**src/design/pip_pkg.sv**
```systemverilog
`timescale 1ns / 1ps
// ----------------------------------------------------------------------------
// pip_pkg
// Shared constants, request codes and control types for the polygon tester.
// ----------------------------------------------------------------------------
package pip_pkg;

    localparam int MAX_VERTICES_DEF = 32;
    localparam int COORD_WIDTH_DEF  = 16;

    typedef logic [1:0] t_cmd;

    localparam t_cmd CMD_CLEAR  = 2'd0;
    localparam t_cmd CMD_APPEND = 2'd1;
    localparam t_cmd CMD_QUERY  = 2'd2;

    typedef struct packed {
        logic clr;
        logic app;
        logic qstart;
        logic rd_en;
        logic rd_prev;
        logic out_load;
    } t_dp_cmd;

    typedef struct packed {
        logic busy;
        logic empty;
    } t_dp_stat;

endpackage

```
**src/design/pip_dp.sv**
```systemverilog
`timescale 1ns / 1ps
// ----------------------------------------------------------------------------
// pip_dp
// Vertex memory, per-edge crossing pipeline and result registers.
// ----------------------------------------------------------------------------
module pip_dp import pip_pkg::*; #(
    parameter int MAX_VERTICES = MAX_VERTICES_DEF,
    parameter int COORD_WIDTH  = COORD_WIDTH_DEF
) (
    input  logic                              i_clk,
    input  logic                              i_rst_n,
    input  t_dp_cmd                           i_cmd,
    input  logic [$clog2(MAX_VERTICES)-1:0]   i_rd_addr,
    input  logic [COORD_WIDTH-1:0]            i_point_x,
    input  logic [COORD_WIDTH-1:0]            i_point_y,
    output t_dp_stat                          o_stat,
    output logic [$clog2(MAX_VERTICES+1)-1:0] o_count,
    output logic                              o_inside_res,
    output logic                              o_on_boundary,
    output logic                              o_vertices_dropped
);

    localparam int AW = $clog2(MAX_VERTICES);
    localparam int NW = $clog2(MAX_VERTICES + 1);
    localparam int DW = COORD_WIDTH + 1;
    localparam int PW = 2 * DW;
    localparam int SW = PW + 1;

    logic [COORD_WIDTH-1:0] mem_x [MAX_VERTICES];
    logic [COORD_WIDTH-1:0] mem_y [MAX_VERTICES];

    logic [NW-1:0] r_count;
    logic          r_ovf;
    logic          full;

    logic signed [COORD_WIDTH-1:0] r_px, r_py;
    logic                          r_rd_v, r_rd_prev;
    logic signed [COORD_WIDTH-1:0] r_rd_x, r_rd_y;
    logic signed [COORD_WIDTH-1:0] r_prev_x, r_prev_y;

    logic signed [DW-1:0] n_a, n_dy, n_b, n_c;
    logic                 n_strad, n_hit;
    logic signed [DW-1:0] r_a, r_dy, r_b, r_c;
    logic                 r_b_v, r_b_strad, r_b_hit;

    logic signed [PW-1:0] n_p1, n_p2;
    logic signed [PW-1:0] r_p1, r_p2;
    logic                 r_c_v, r_c_strad, r_c_hit, r_c_dyneg;

    logic signed [SW-1:0] n_sum;
    logic                 r_inside, r_bound;
    logic                 r_o_inside, r_o_bound, r_o_drop;

    assign full = (r_count == NW'(MAX_VERTICES));

    always_ff @(posedge i_clk) begin
        if (!i_rst_n) begin
            r_count <= '0;
            r_ovf   <= 1'b0;
        end else if (i_cmd.clr) begin
            r_count <= '0;
            r_ovf   <= 1'b0;
        end else if (i_cmd.app) begin
            if (full) begin
                r_ovf <= 1'b1;
            end else begin
                r_count <= r_count + NW'(1);
            end
        end
    end

    always_ff @(posedge i_clk) begin
        if (i_cmd.app && !full) begin
            mem_x[r_count[AW-1:0]] <= i_point_x;
            mem_y[r_count[AW-1:0]] <= i_point_y;
        end
        if (i_cmd.rd_en) begin
            r_rd_x <= mem_x[i_rd_addr];
            r_rd_y <= mem_y[i_rd_addr];
        end
    end

    // edge runs from the vertex just read back to the one read before it
    assign n_a     = {r_rd_x[COORD_WIDTH-1], r_rd_x} - {r_px[COORD_WIDTH-1], r_px};
    assign n_dy    = {r_prev_y[COORD_WIDTH-1], r_prev_y} - {r_rd_y[COORD_WIDTH-1], r_rd_y};
    assign n_b     = {r_py[COORD_WIDTH-1], r_py} - {r_rd_y[COORD_WIDTH-1], r_rd_y};
    assign n_c     = {r_prev_x[COORD_WIDTH-1], r_prev_x} - {r_rd_x[COORD_WIDTH-1], r_rd_x};
    assign n_strad = (r_rd_y < r_py) != (r_prev_y < r_py);
    assign n_hit   = ((r_rd_x == r_px) && (r_rd_y == r_py))
                  || ((r_prev_x == r_px) && (r_prev_y == r_py));

    assign n_p1  = PW'(r_a) * PW'(r_dy);
    assign n_p2  = PW'(r_b) * PW'(r_c);
    assign n_sum = SW'(r_p1) + SW'(r_p2);

    always_ff @(posedge i_clk) begin
        if (!i_rst_n) begin
            r_rd_v <= 1'b0;
            r_b_v  <= 1'b0;
            r_c_v  <= 1'b0;
        end else begin
            r_rd_v <= i_cmd.rd_en;
            r_b_v  <= r_rd_v && !r_rd_prev;
            r_c_v  <= r_b_v;
        end
    end

    always_ff @(posedge i_clk) begin
        r_rd_prev <= i_cmd.rd_prev;
        if (i_cmd.qstart) begin
            r_px <= i_point_x;
            r_py <= i_point_y;
        end
        if (r_rd_v) begin
            r_prev_x <= r_rd_x;
            r_prev_y <= r_rd_y;
        end
        r_a       <= n_a;
        r_dy      <= n_dy;
        r_b       <= n_b;
        r_c       <= n_c;
        r_b_strad <= n_strad;
        r_b_hit   <= n_hit;
        r_p1      <= n_p1;
        r_p2      <= n_p2;
        r_c_strad <= r_b_strad;
        r_c_hit   <= r_b_hit;
        r_c_dyneg <= r_dy[DW-1];
    end

    always_ff @(posedge i_clk) begin
        if (i_cmd.qstart) begin
            r_inside <= 1'b0;
            r_bound  <= 1'b0;
        end else if (r_c_v) begin
            if (r_c_hit || (r_c_strad && (n_sum == '0))) begin
                r_bound <= 1'b1;
            end else if (r_c_strad && (n_sum[SW-1] == r_c_dyneg)) begin
                r_inside <= !r_inside;
            end
        end
    end

    always_ff @(posedge i_clk) begin
        if (i_cmd.out_load) begin
            r_o_inside <= r_inside || r_bound;
            r_o_bound  <= r_bound;
            r_o_drop   <= r_ovf;
        end
    end

    assign o_stat.busy        = r_rd_v || r_b_v || r_c_v;
    assign o_stat.empty       = (r_count == '0);
    assign o_count            = r_count;
    assign o_inside_res       = r_o_inside;
    assign o_on_boundary      = r_o_bound;
    assign o_vertices_dropped = r_o_drop;

endmodule

```
**src/design/pip_ctrl.sv**
```systemverilog
`timescale 1ns / 1ps
// ----------------------------------------------------------------------------
// pip_ctrl
// Request decode, edge scan sequencing and result handshake.
// ----------------------------------------------------------------------------
module pip_ctrl import pip_pkg::*; #(
    parameter int MAX_VERTICES = MAX_VERTICES_DEF
) (
    input  logic                              i_clk,
    input  logic                              i_rst_n,
    input  logic                              i_in_valid,
    output logic                              o_in_stall,
    input  t_cmd                              i_cmd,
    output logic                              o_out_valid,
    input  logic                              i_out_stall,
    input  t_dp_stat                          i_stat,
    input  logic [$clog2(MAX_VERTICES+1)-1:0] i_count,
    output t_dp_cmd                           o_cmd,
    output logic [$clog2(MAX_VERTICES)-1:0]   o_rd_addr
);

    localparam int AW = $clog2(MAX_VERTICES);
    localparam int NW = $clog2(MAX_VERTICES + 1);

    localparam logic [2:0] S_IDLE  = 3'd0;
    localparam logic [2:0] S_PREV  = 3'd1;
    localparam logic [2:0] S_SCAN  = 3'd2;
    localparam logic [2:0] S_DRAIN = 3'd3;
    localparam logic [2:0] S_DONE  = 3'd4;

    logic [2:0]    r_state, n_state;
    logic [AW-1:0] r_idx, n_idx;
    logic          r_out_valid, n_out_valid;
    logic          accept;
    logic [AW-1:0] last;

    assign accept = i_in_valid && (r_state == S_IDLE);
    assign last   = AW'(i_count - NW'(1));

    always_comb begin
        n_state     = r_state;
        n_idx       = r_idx;
        n_out_valid = r_out_valid && i_out_stall;
        o_cmd       = '0;
        o_rd_addr   = r_idx;
        case (r_state)
            S_IDLE: begin
                if (accept) begin
                    case (i_cmd)
                        CMD_CLEAR:  o_cmd.clr = 1'b1;
                        CMD_APPEND: o_cmd.app = 1'b1;
                        CMD_QUERY: begin
                            o_cmd.qstart = 1'b1;
                            n_state = i_stat.empty ? S_DONE : S_PREV;
                        end
                        default: ;
                    endcase
                end
            end
            S_PREV: begin
                o_cmd.rd_en   = 1'b1;
                o_cmd.rd_prev = 1'b1;
                o_rd_addr     = last;
                n_idx         = '0;
                n_state       = S_SCAN;
            end
            S_SCAN: begin
                o_cmd.rd_en = 1'b1;
                if (r_idx == last) begin
                    n_state = S_DRAIN;
                end else begin
                    n_idx = r_idx + AW'(1);
                end
            end
            S_DRAIN: begin
                if (!i_stat.busy) begin
                    n_state = S_DONE;
                end
            end
            S_DONE: begin
                if (!r_out_valid || !i_out_stall) begin
                    o_cmd.out_load = 1'b1;
                    n_out_valid    = 1'b1;
                    n_state        = S_IDLE;
                end
            end
            default: n_state = S_IDLE;
        endcase
    end

    always_ff @(posedge i_clk) begin
        if (!i_rst_n) begin
            r_state     <= S_IDLE;
            r_idx       <= '0;
            r_out_valid <= 1'b0;
        end else begin
            r_state     <= n_state;
            r_idx       <= n_idx;
            r_out_valid <= n_out_valid;
        end
    end

    assign o_in_stall  = (r_state != S_IDLE);
    assign o_out_valid = r_out_valid;

endmodule

```
**src/design/point_in_polygon_test_unit.sv**
```systemverilog
`timescale 1ns / 1ps
// ----------------------------------------------------------------------------
// point_in_polygon_test_unit
// Crossing-number point-in-polygon tester over a stored vertex list.
// ----------------------------------------------------------------------------
// Clear and append requests return nothing; an append past MAX_VERTICES is
// dropped and reported with the next query results. A query walks the
// stored edges one per cycle through a single read port of the vertex
// memory and a subtract/multiply/add pipeline, and its result waits while
// the previous result is still held by the receiver. Points on a vertex or
// on a non-horizontal edge report inside and on boundary.
module point_in_polygon_test_unit import pip_pkg::*; #(
    parameter int MAX_VERTICES = MAX_VERTICES_DEF,
    parameter int COORD_WIDTH  = COORD_WIDTH_DEF
) (
    input  logic                   i_clk,
    input  logic                   i_rst_n,
    input  logic                   i_in_valid,
    output logic                   o_in_stall,
    input  logic [1:0]             i_cmd,
    input  logic [COORD_WIDTH-1:0] i_point_x,
    input  logic [COORD_WIDTH-1:0] i_point_y,
    output logic                   o_out_valid,
    input  logic                   i_out_stall,
    output logic                   o_inside_res,
    output logic                   o_on_boundary,
    output logic                   o_vertices_dropped
);

    t_dp_cmd                           dp_cmd;
    t_dp_stat                          dp_stat;
    logic [$clog2(MAX_VERTICES+1)-1:0] count;
    logic [$clog2(MAX_VERTICES)-1:0]   rd_addr;

    pip_ctrl #(
        .MAX_VERTICES(MAX_VERTICES)
    ) u_ctrl (
        .i_clk       (i_clk),
        .i_rst_n     (i_rst_n),
        .i_in_valid  (i_in_valid),
        .o_in_stall  (o_in_stall),
        .i_cmd       (i_cmd),
        .o_out_valid (o_out_valid),
        .i_out_stall (i_out_stall),
        .i_stat      (dp_stat),
        .i_count     (count),
        .o_cmd       (dp_cmd),
        .o_rd_addr   (rd_addr)
    );

    pip_dp #(
        .MAX_VERTICES(MAX_VERTICES),
        .COORD_WIDTH (COORD_WIDTH)
    ) u_dp (
        .i_clk              (i_clk),
        .i_rst_n            (i_rst_n),
        .i_cmd              (dp_cmd),
        .i_rd_addr          (rd_addr),
        .i_point_x          (i_point_x),
        .i_point_y          (i_point_y),
        .o_stat             (dp_stat),
        .o_count            (count),
        .o_inside_res       (o_inside_res),
        .o_on_boundary      (o_on_boundary),
        .o_vertices_dropped (o_vertices_dropped)
    );

endmodule

```
**config.mk**
```make
export PLATFORM = sky130hd
export DESIGN_NAME = point_in_polygon_test_unit
export DESIGN_NICKNAME = d
export VERILOG_FILES = /design/src/design/pip_pkg.sv /design/src/design/pip_dp.sv /design/src/design/pip_ctrl.sv /design/src/design/point_in_polygon_test_unit.sv
export SDC_FILE = /design/constraint.sdc
export NUM_CORES = 2
export LEC_CHECK = 0
export ABC_AREA = 1
export BUFFER_PORTS_ARGS = -buffer_cell sky130_fd_sc_hd__buf_2
export CAP_MARGIN = 20
export CORE_ASPECT_RATIO = 0.75
export CORE_MARGIN = 1.5
export CORE_UTILIZATION = 55
export CTS_BUF_LIST = sky130_fd_sc_hd__clkbuf_2
export CTS_CLUSTER_SIZE = 14
export DETAILED_ROUTE_END_ITERATION = 16
export PLACE_DENSITY_LB_ADDON = 0.08
export SYNTH_ARGS = -nofsm -noshare
export SYNTH_HDL_FRONTEND = slang
export SYNTH_SLANG_ARGS = --single-unit
```
**constraint.sdc**
```tcl
create_clock -name i_clk -period 8.4 [get_ports i_clk]
set_clock_uncertainty 0.1 [all_clocks]
set_input_delay 1.26 -clock i_clk [delete_from_list [all_inputs] [get_ports i_clk]]
set_output_delay 1.26 -clock i_clk [all_outputs]
set_load 0.01 [all_outputs]
```
* Word-level counts from Yosys, hierarchy flattened
Memories as Yosys holds them, arrays and structs flattened. A register that Yosys moved wholly into a read port is not among the register bits.
Index checks and enable logic that the tools add are counted.
W data, S select, Z words.
** Word-level totals
- Bits in writable memories :: 1024
- ROM bits :: 0
- Logic and storage cells :: 122
- Register bits after elaboration :: 230
- Latch bits :: 0
- Memories :: 2
** Memory list
- u_dp.mem_x :: words 32, width 16, read ports 1, clocked after Yosys merged registers in 1, wr ports 1, line pip_dp.sv:29 : logic [COORD_WIDTH-1:0] mem_x [MAX_VERTICES];
- u_dp.mem_y :: words 32, width 16, read ports 1, clocked after Yosys merged registers in 1, wr ports 1, line pip_dp.sv:30 : logic [COORD_WIDTH-1:0] mem_y [MAX_VERTICES];
** Cells by class
- Eq/ne operators :: 20
- Reduce and logical (&&, ||, !) cells :: 33
- Multiplexer cells :: 23
- Order comparisons :: 2
- Shift-type cells :: 0
- $mul :: 2
- Bitwise operators :: 3
- Div/mod/pow operators :: 0
- Add/sub/neg operators :: 8
** Operators with widths (number)
- $mul A17 B17 Y34 :: 2
- $sub A16 B16 Y17 :: 4
- $eq A16 B16 Y1 :: 4
- $add A34 B34 Y35 :: 1
- $logic_not A35 Y1 :: 1
- $lt A16 B16 Y1 :: 2
- $mux W3 :: 8
- $pmux W3 S5 :: 1
- $mux W1 :: 11
- $mux W5 :: 2
- $pmux W5 S2 :: 1
- $logic_and A1 B1 Y1 :: 8
- $reduce_and A2 Y1 :: 4
- $add A6 B1 Y6 const B :: 1
- $eq A3 B2 Y1 const B :: 2
- $eq A6 B6 Y1 const B :: 1
- $logic_not A6 Y1 :: 1
- $logic_or A1 B1 Y1 :: 6
- $ne A2 B1 Y1 const B :: 3
- $ne A2 B2 Y1 const B :: 3
- $add A5 B1 Y5 const B :: 1
- $eq A5 B5 Y1 :: 1
- $logic_not A1 Y1 :: 5
- $reduce_and A5 Y1 :: 1
- other kinds (14) :: 17

* Longest topological paths before layout
- Depth in word-level cells :: 7
- Depth in mapped cells :: 29
- Gate-level depth less buffers :: 27

* Modules after synthesis
Synthesis repeated with hierarchy kept, for this count alone.
** Second synthesis, totals
- Cell total of the unflattened synthesis :: 7205
- Area total of the unflattened synthesis :: 75577.5 sq um
** By module, submodules not included
- pip_dp :: instances 1, cells each 7067, sequential area each 36805.3 sq um, area an instance 74763.0 sq um
- pip_ctrl :: instances 1, cells each 138, sequential area each 180.2 sq um, area an instance 814.5 sq um

* Worst setup path after synthesis
Ideal clock, no wire load.
- Path kind :: register to register
- From :: reg u_dp.r_b[16]
- To :: reg u_dp.r_p2[33]
- Setup time :: 72 ps
- Data arrival time :: 5651 ps
- Setup slack :: 2577 ps
- Required time :: 8228 ps
- Buffers on the path :: 2
- Stages on the path, launching flop included :: 22
- Path through :: dfxtp_1 > clkbuf_1 > clkbuf_1 > nand2_1 > inv_1 > fa_1 > fa_1 > fa_1 > fa_1 > fa_1 > inv_1 > fa_1 > inv_1 > ha_1 > a21oi_1 > inv_1 > a21oi_1 > inv_1 > a21oi_1 > o221ai_1 > a21oi_1 > xor2_1
** Between the ends
- Word-level cells in the longest chain between the ends :: 1
** RTL lines
- from (decl) :: line pip_dp.sv:43 : logic signed [DW-1:0] r_a, r_dy, r_b, r_c;
- from (signal assigned) :: line pip_dp.sv:120 : r_b <= n_b;
- $mul A17 B17 Y34 :: line pip_dp.sv:93 : assign n_p2 = PW'(r_b) * PW'(r_c);
- net u_dp.n_p2[33] :: line pip_dp.sv:46 : logic signed [PW-1:0] n_p1, n_p2;
- to (signal assigned) :: line pip_dp.sv:125 : r_p2 <= n_p2;
- to (decl) :: line pip_dp.sv:47 : logic signed [PW-1:0] r_p1, r_p2;
The timed path passes the listed nets, and every way through them passes these cells.
A chain may end at the register's enable or synchronous reset.

* Worst setup path in the final report
- From :: reg u_dp.r_a[10]
- To :: reg u_dp.r_p1[31]
** Between the ends
- Word-level cells in the longest chain between the ends :: 1
** RTL lines
- from (decl) :: line pip_dp.sv:43
- from (signal assigned) :: line pip_dp.sv:118 : r_a <= n_a;
- $mul A17 B17 Y34 :: line pip_dp.sv:92 : assign n_p1 = PW'(r_a) * PW'(r_dy);
- net u_dp.n_p1[31] :: line pip_dp.sv:46
- to (signal assigned) :: line pip_dp.sv:124 : r_p1 <= n_p1;
- to (decl) :: line pip_dp.sv:47
The timed path passes the listed nets, and every way through them passes these cells.

==> flow_summary.ini <==
[drt]
via_per_inst = 5.725
drc_viols = 0
drt-wirelength-per-cell_microns = 23.09
postRouteAntennaNets = 0
drtIter0Drc = 6124
finalWirelength_microns = 214000
route.vias.total = 53070
drt_pre_antenna_iters = 6

[setup_path]
arrival_ns = 8.14
crit-reg2reg-launch = u_dp.r_a[10]
critical_path.max_fanout = 17
crit_path_start = u_dp.r_a[10]
regToRegSetupSlack_ns = 1.74
critPathSlowestCell = sky130_fd_sc_hd__dfxtp_1
cp-end-kind = register
timing.critical_path.max_delay_family = adder cells
critPathRequiredTime_ns = 9.88
crit_path_max_incr_delay_ns = 0.84
timing.setup.critical_path_class = register to register
timing.critical_path.buf_inv = 4
cp-start-kind = register
cp_cell_sequence = nand2_1 -> fa_1 -> inv_1 -> fa_1 -> fa_1 -> fa_1 -> fa_1 -> inv_1 -> fa_1 -> inv_1 -> ha_1 -> a21oi_1 -> inv_1 -> a31oi_1 -> nand2_1 -> a31oi_1 -> o21ai_0 -> a31oi_1 -> xor2_1
crit_path_frequent_cell = sky130_fd_sc_hd__fa_1
regToRegEndpoint = u_dp.r_p1[31]
critical_path_depth = 19
worst-r2r-cell-count = 19
endpoint = u_dp.r_p1[31]

[synthesis]
synth.most_common_cell = sky130_fd_sc_hd__inv_1
synth_commonest_cells = sky130_fd_sc_hd__inv_1 (1234), sky130_fd_sc_hd__edfxtp_1 (1123), sky130_fd_sc_hd__nand2_1 (1069)
synth-edff-count = 1123
netlist_instances = 7149
proportion_of_synthesized_flip_flops_having_asynchronous_set_or_reset = 0
ys_dominant_reg_cell = sky130_fd_sc_hd__edfxtp_1
synth_area_per_cell_sq_um = 10.54
post_synth_main_area_contributors = sky130_fd_sc_hd__edfxtp_1 (45%), sky130_fd_sc_hd__fa_1 (16%), sky130_fd_sc_hd__inv_1 (6.1%)
synth.ff_latch_count = 1286
synth_warnings = 0
post-synth-top-area-fraction = 0.4476
ys_seq_area_frac = 0.4909
syn-num-nets = 8074
yosys.cell_types.count = 62
mappedNetlistArea_sq_um = 75340
synth_largest_area_cell = sky130_fd_sc_hd__edfxtp_1

[clock_network]
ctsRootBufferMaster = sky130_fd_sc_hd__clkbuf_2
clock_tree_from_tritoncts = built
htree_depth = 5
clk_latency_ns = 1.72
clk_pin_slew_ns = 0.11
ctsLongestPathBuffers = 4
clkSinkCount = 1286
cts_repair_resize_count = 0
cts_made_buffers = 328

[global_routing]
number_of_global_route_vias_before_repair = 51980
antenna_found_initial = 16
grt_start_max_net_pins = 195
grt.overflow.total = 0
grt_first_pass_wirelength_microns = 323200
gr-usage-all-layers = 0.3127

[layout]
nets = 8192
fill_cells = 11770
final_layout_size_suffix_gt1_frac = 0.08603
syn_to_final_growth_pct = 6.535

[floorplanning]
core.rowCount = 117
core_area_sq_um = 135900
die_h_microns = 323.5
floorplan.initialDensity = 0.5546
die_w_microns = 430.4
dieArea_sq_um = 139200
pin_count = 43

[timing]
worstMarginPinSlew_ns = 1.128
slew_viol_final = 0
timing.final.hold_violations = 0
fin_crit_ns = 6.662
whs_ns = 0.2350
rsz0062_at_grt = no
slew_headroom = 0.2480
timing.final.crit_share = 0.7930
setup_viol = 0
post-route-worst-setup-slack_ns = 1.738
timing.fmax_mhz = 150.1
finalSetupTns_ns = 0

[worst_hold_path]
worstHoldStart = u_dp.r_b_hit
hold_path_class = register to register

[run_status]
run_status = finished, final reports clean

[run]
maxCapViolations = 0

[placement]
detailedPlacementHpwl_microns = 137000
place_ws_ns = 1.933
place.port_buffers = 42
final_estimated_routing_congestion_in_global_placement = 0.9232
==> state kept, by name, summed over array words and instances, names as in the netlist, 17 cells and up <==
| register | cells |
|---|---|
| u_dp.mem_x | 512 |
| u_dp.mem_y | 512 |
| u_dp.r_p1 | 34 |
| u_dp.r_p2 | 34 |
| u_dp.r_a | 17 |
| u_dp.r_b | 17 |
| u_dp.r_c | 17 |
| u_dp.r_dy | 17 |
==> per-stage QoR <==
stage | cell area [sq um] | instances | util
floorplan | 75340 | 7149 | -
global placement | 77080 | 8684 | 0.5674
detailed placement | 77080 | 8684 | 0.5674
CTS | 80240 | 9259 | 0.5906
global route | 80250 | 9265 | 0.5907
finish | 80270 | 9270 | 0.5908
==> cell type report <==
| type | instances | area [sq um] | share of cell area |
|---|---|---|---|
| sequential | 1286 | 36990 | 0.4608 |
| tap | 1785 | 2233 | 0.02782 |
| clock inverter | 93 | 551.8 | 0.006874 |
| timing repair buffer | 137 | 1094 | 0.01362 |
| multi-input combinational | 4270 | 32450 | 0.4043 |
| inverter | 1244 | 4700 | 0.05855 |
| clock buffer | 444 | 2222 | 0.02768 |
| antenna | 11 | 27.53 | 0.0003429 |
==> cell families after synthesis <==
family | Yosys count | share of synthesized area
XOR/XNOR | 147 | 0.01709
AO/OA/AOI/OAI | 1174 | 0.09459
flip-flops | 1286 | 0.4909
adder cells (fa/ha/maj) | 887 | 0.2068
buffers and inverters | 1593 | 0.08212
AND/OR/NAND/NOR | 2062 | 0.1085
==> placed cells by master, fill, tap and decap left out, types with 43 or more instances in the layout <==
cell	n
sky130_fd_sc_hd__o21ai_1	144
sky130_fd_sc_hd__o221ai_1	223
sky130_fd_sc_hd__fa_1	597
sky130_fd_sc_hd__inv_1	1234
sky130_fd_sc_hd__ha_1	290
sky130_fd_sc_hd__buf_4	51
sky130_fd_sc_hd__o21ai_0	436
sky130_fd_sc_hd__xor2_1	91
sky130_fd_sc_hd__nand3_1	169
sky130_fd_sc_hd__nand2_1	1068
sky130_fd_sc_hd__edfxtp_1	1123
sky130_fd_sc_hd__clkinv_1	68
sky130_fd_sc_hd__nor2_1	709
sky130_fd_sc_hd__clkbuf_2	444
sky130_fd_sc_hd__a21oi_1	179
sky130_fd_sc_hd__dfxtp_1	162
sky130_fd_sc_hd__xnor2_1	56
sky130_fd_sc_hd__a31oi_1	43
==> worst min path at each step <==
stage                    endpoint  slack [ns]  cells after the start
3_5_place_dp         u_dp.r_c_hit        0.22                      0
3_3_place_gp       u_dp.r_c_strad        0.21                      0
2_1_floorplan        u_dp.r_c_hit        0.21                      0
4_1_cts        u_ctrl.o_out_valid        0.24                      4
6_report             u_dp.r_c_hit        0.23                      0
5_1_grt            u_dp.r_c_strad        0.25                      0
==> metal layers <==
layer	share of wire	GRT usage	routed length, microns
met2	0.42	0.4504	90610
met3	0.099	0.06515	21250
met1	0.46	0.4789	97590
met4	0.021	0.09038	4567
met5	0.000093	0	20
==> what timing repair did <==
action | 4_1_cts | 5_1_grt
hold buffers | 38 | 0
buffers inserted | 0 | 0
hold endpoints to repair | 1042 | 0
Power is not shown: default switching activity piles up to over one toggle a cycle in this logic, so the estimate is an artifact.
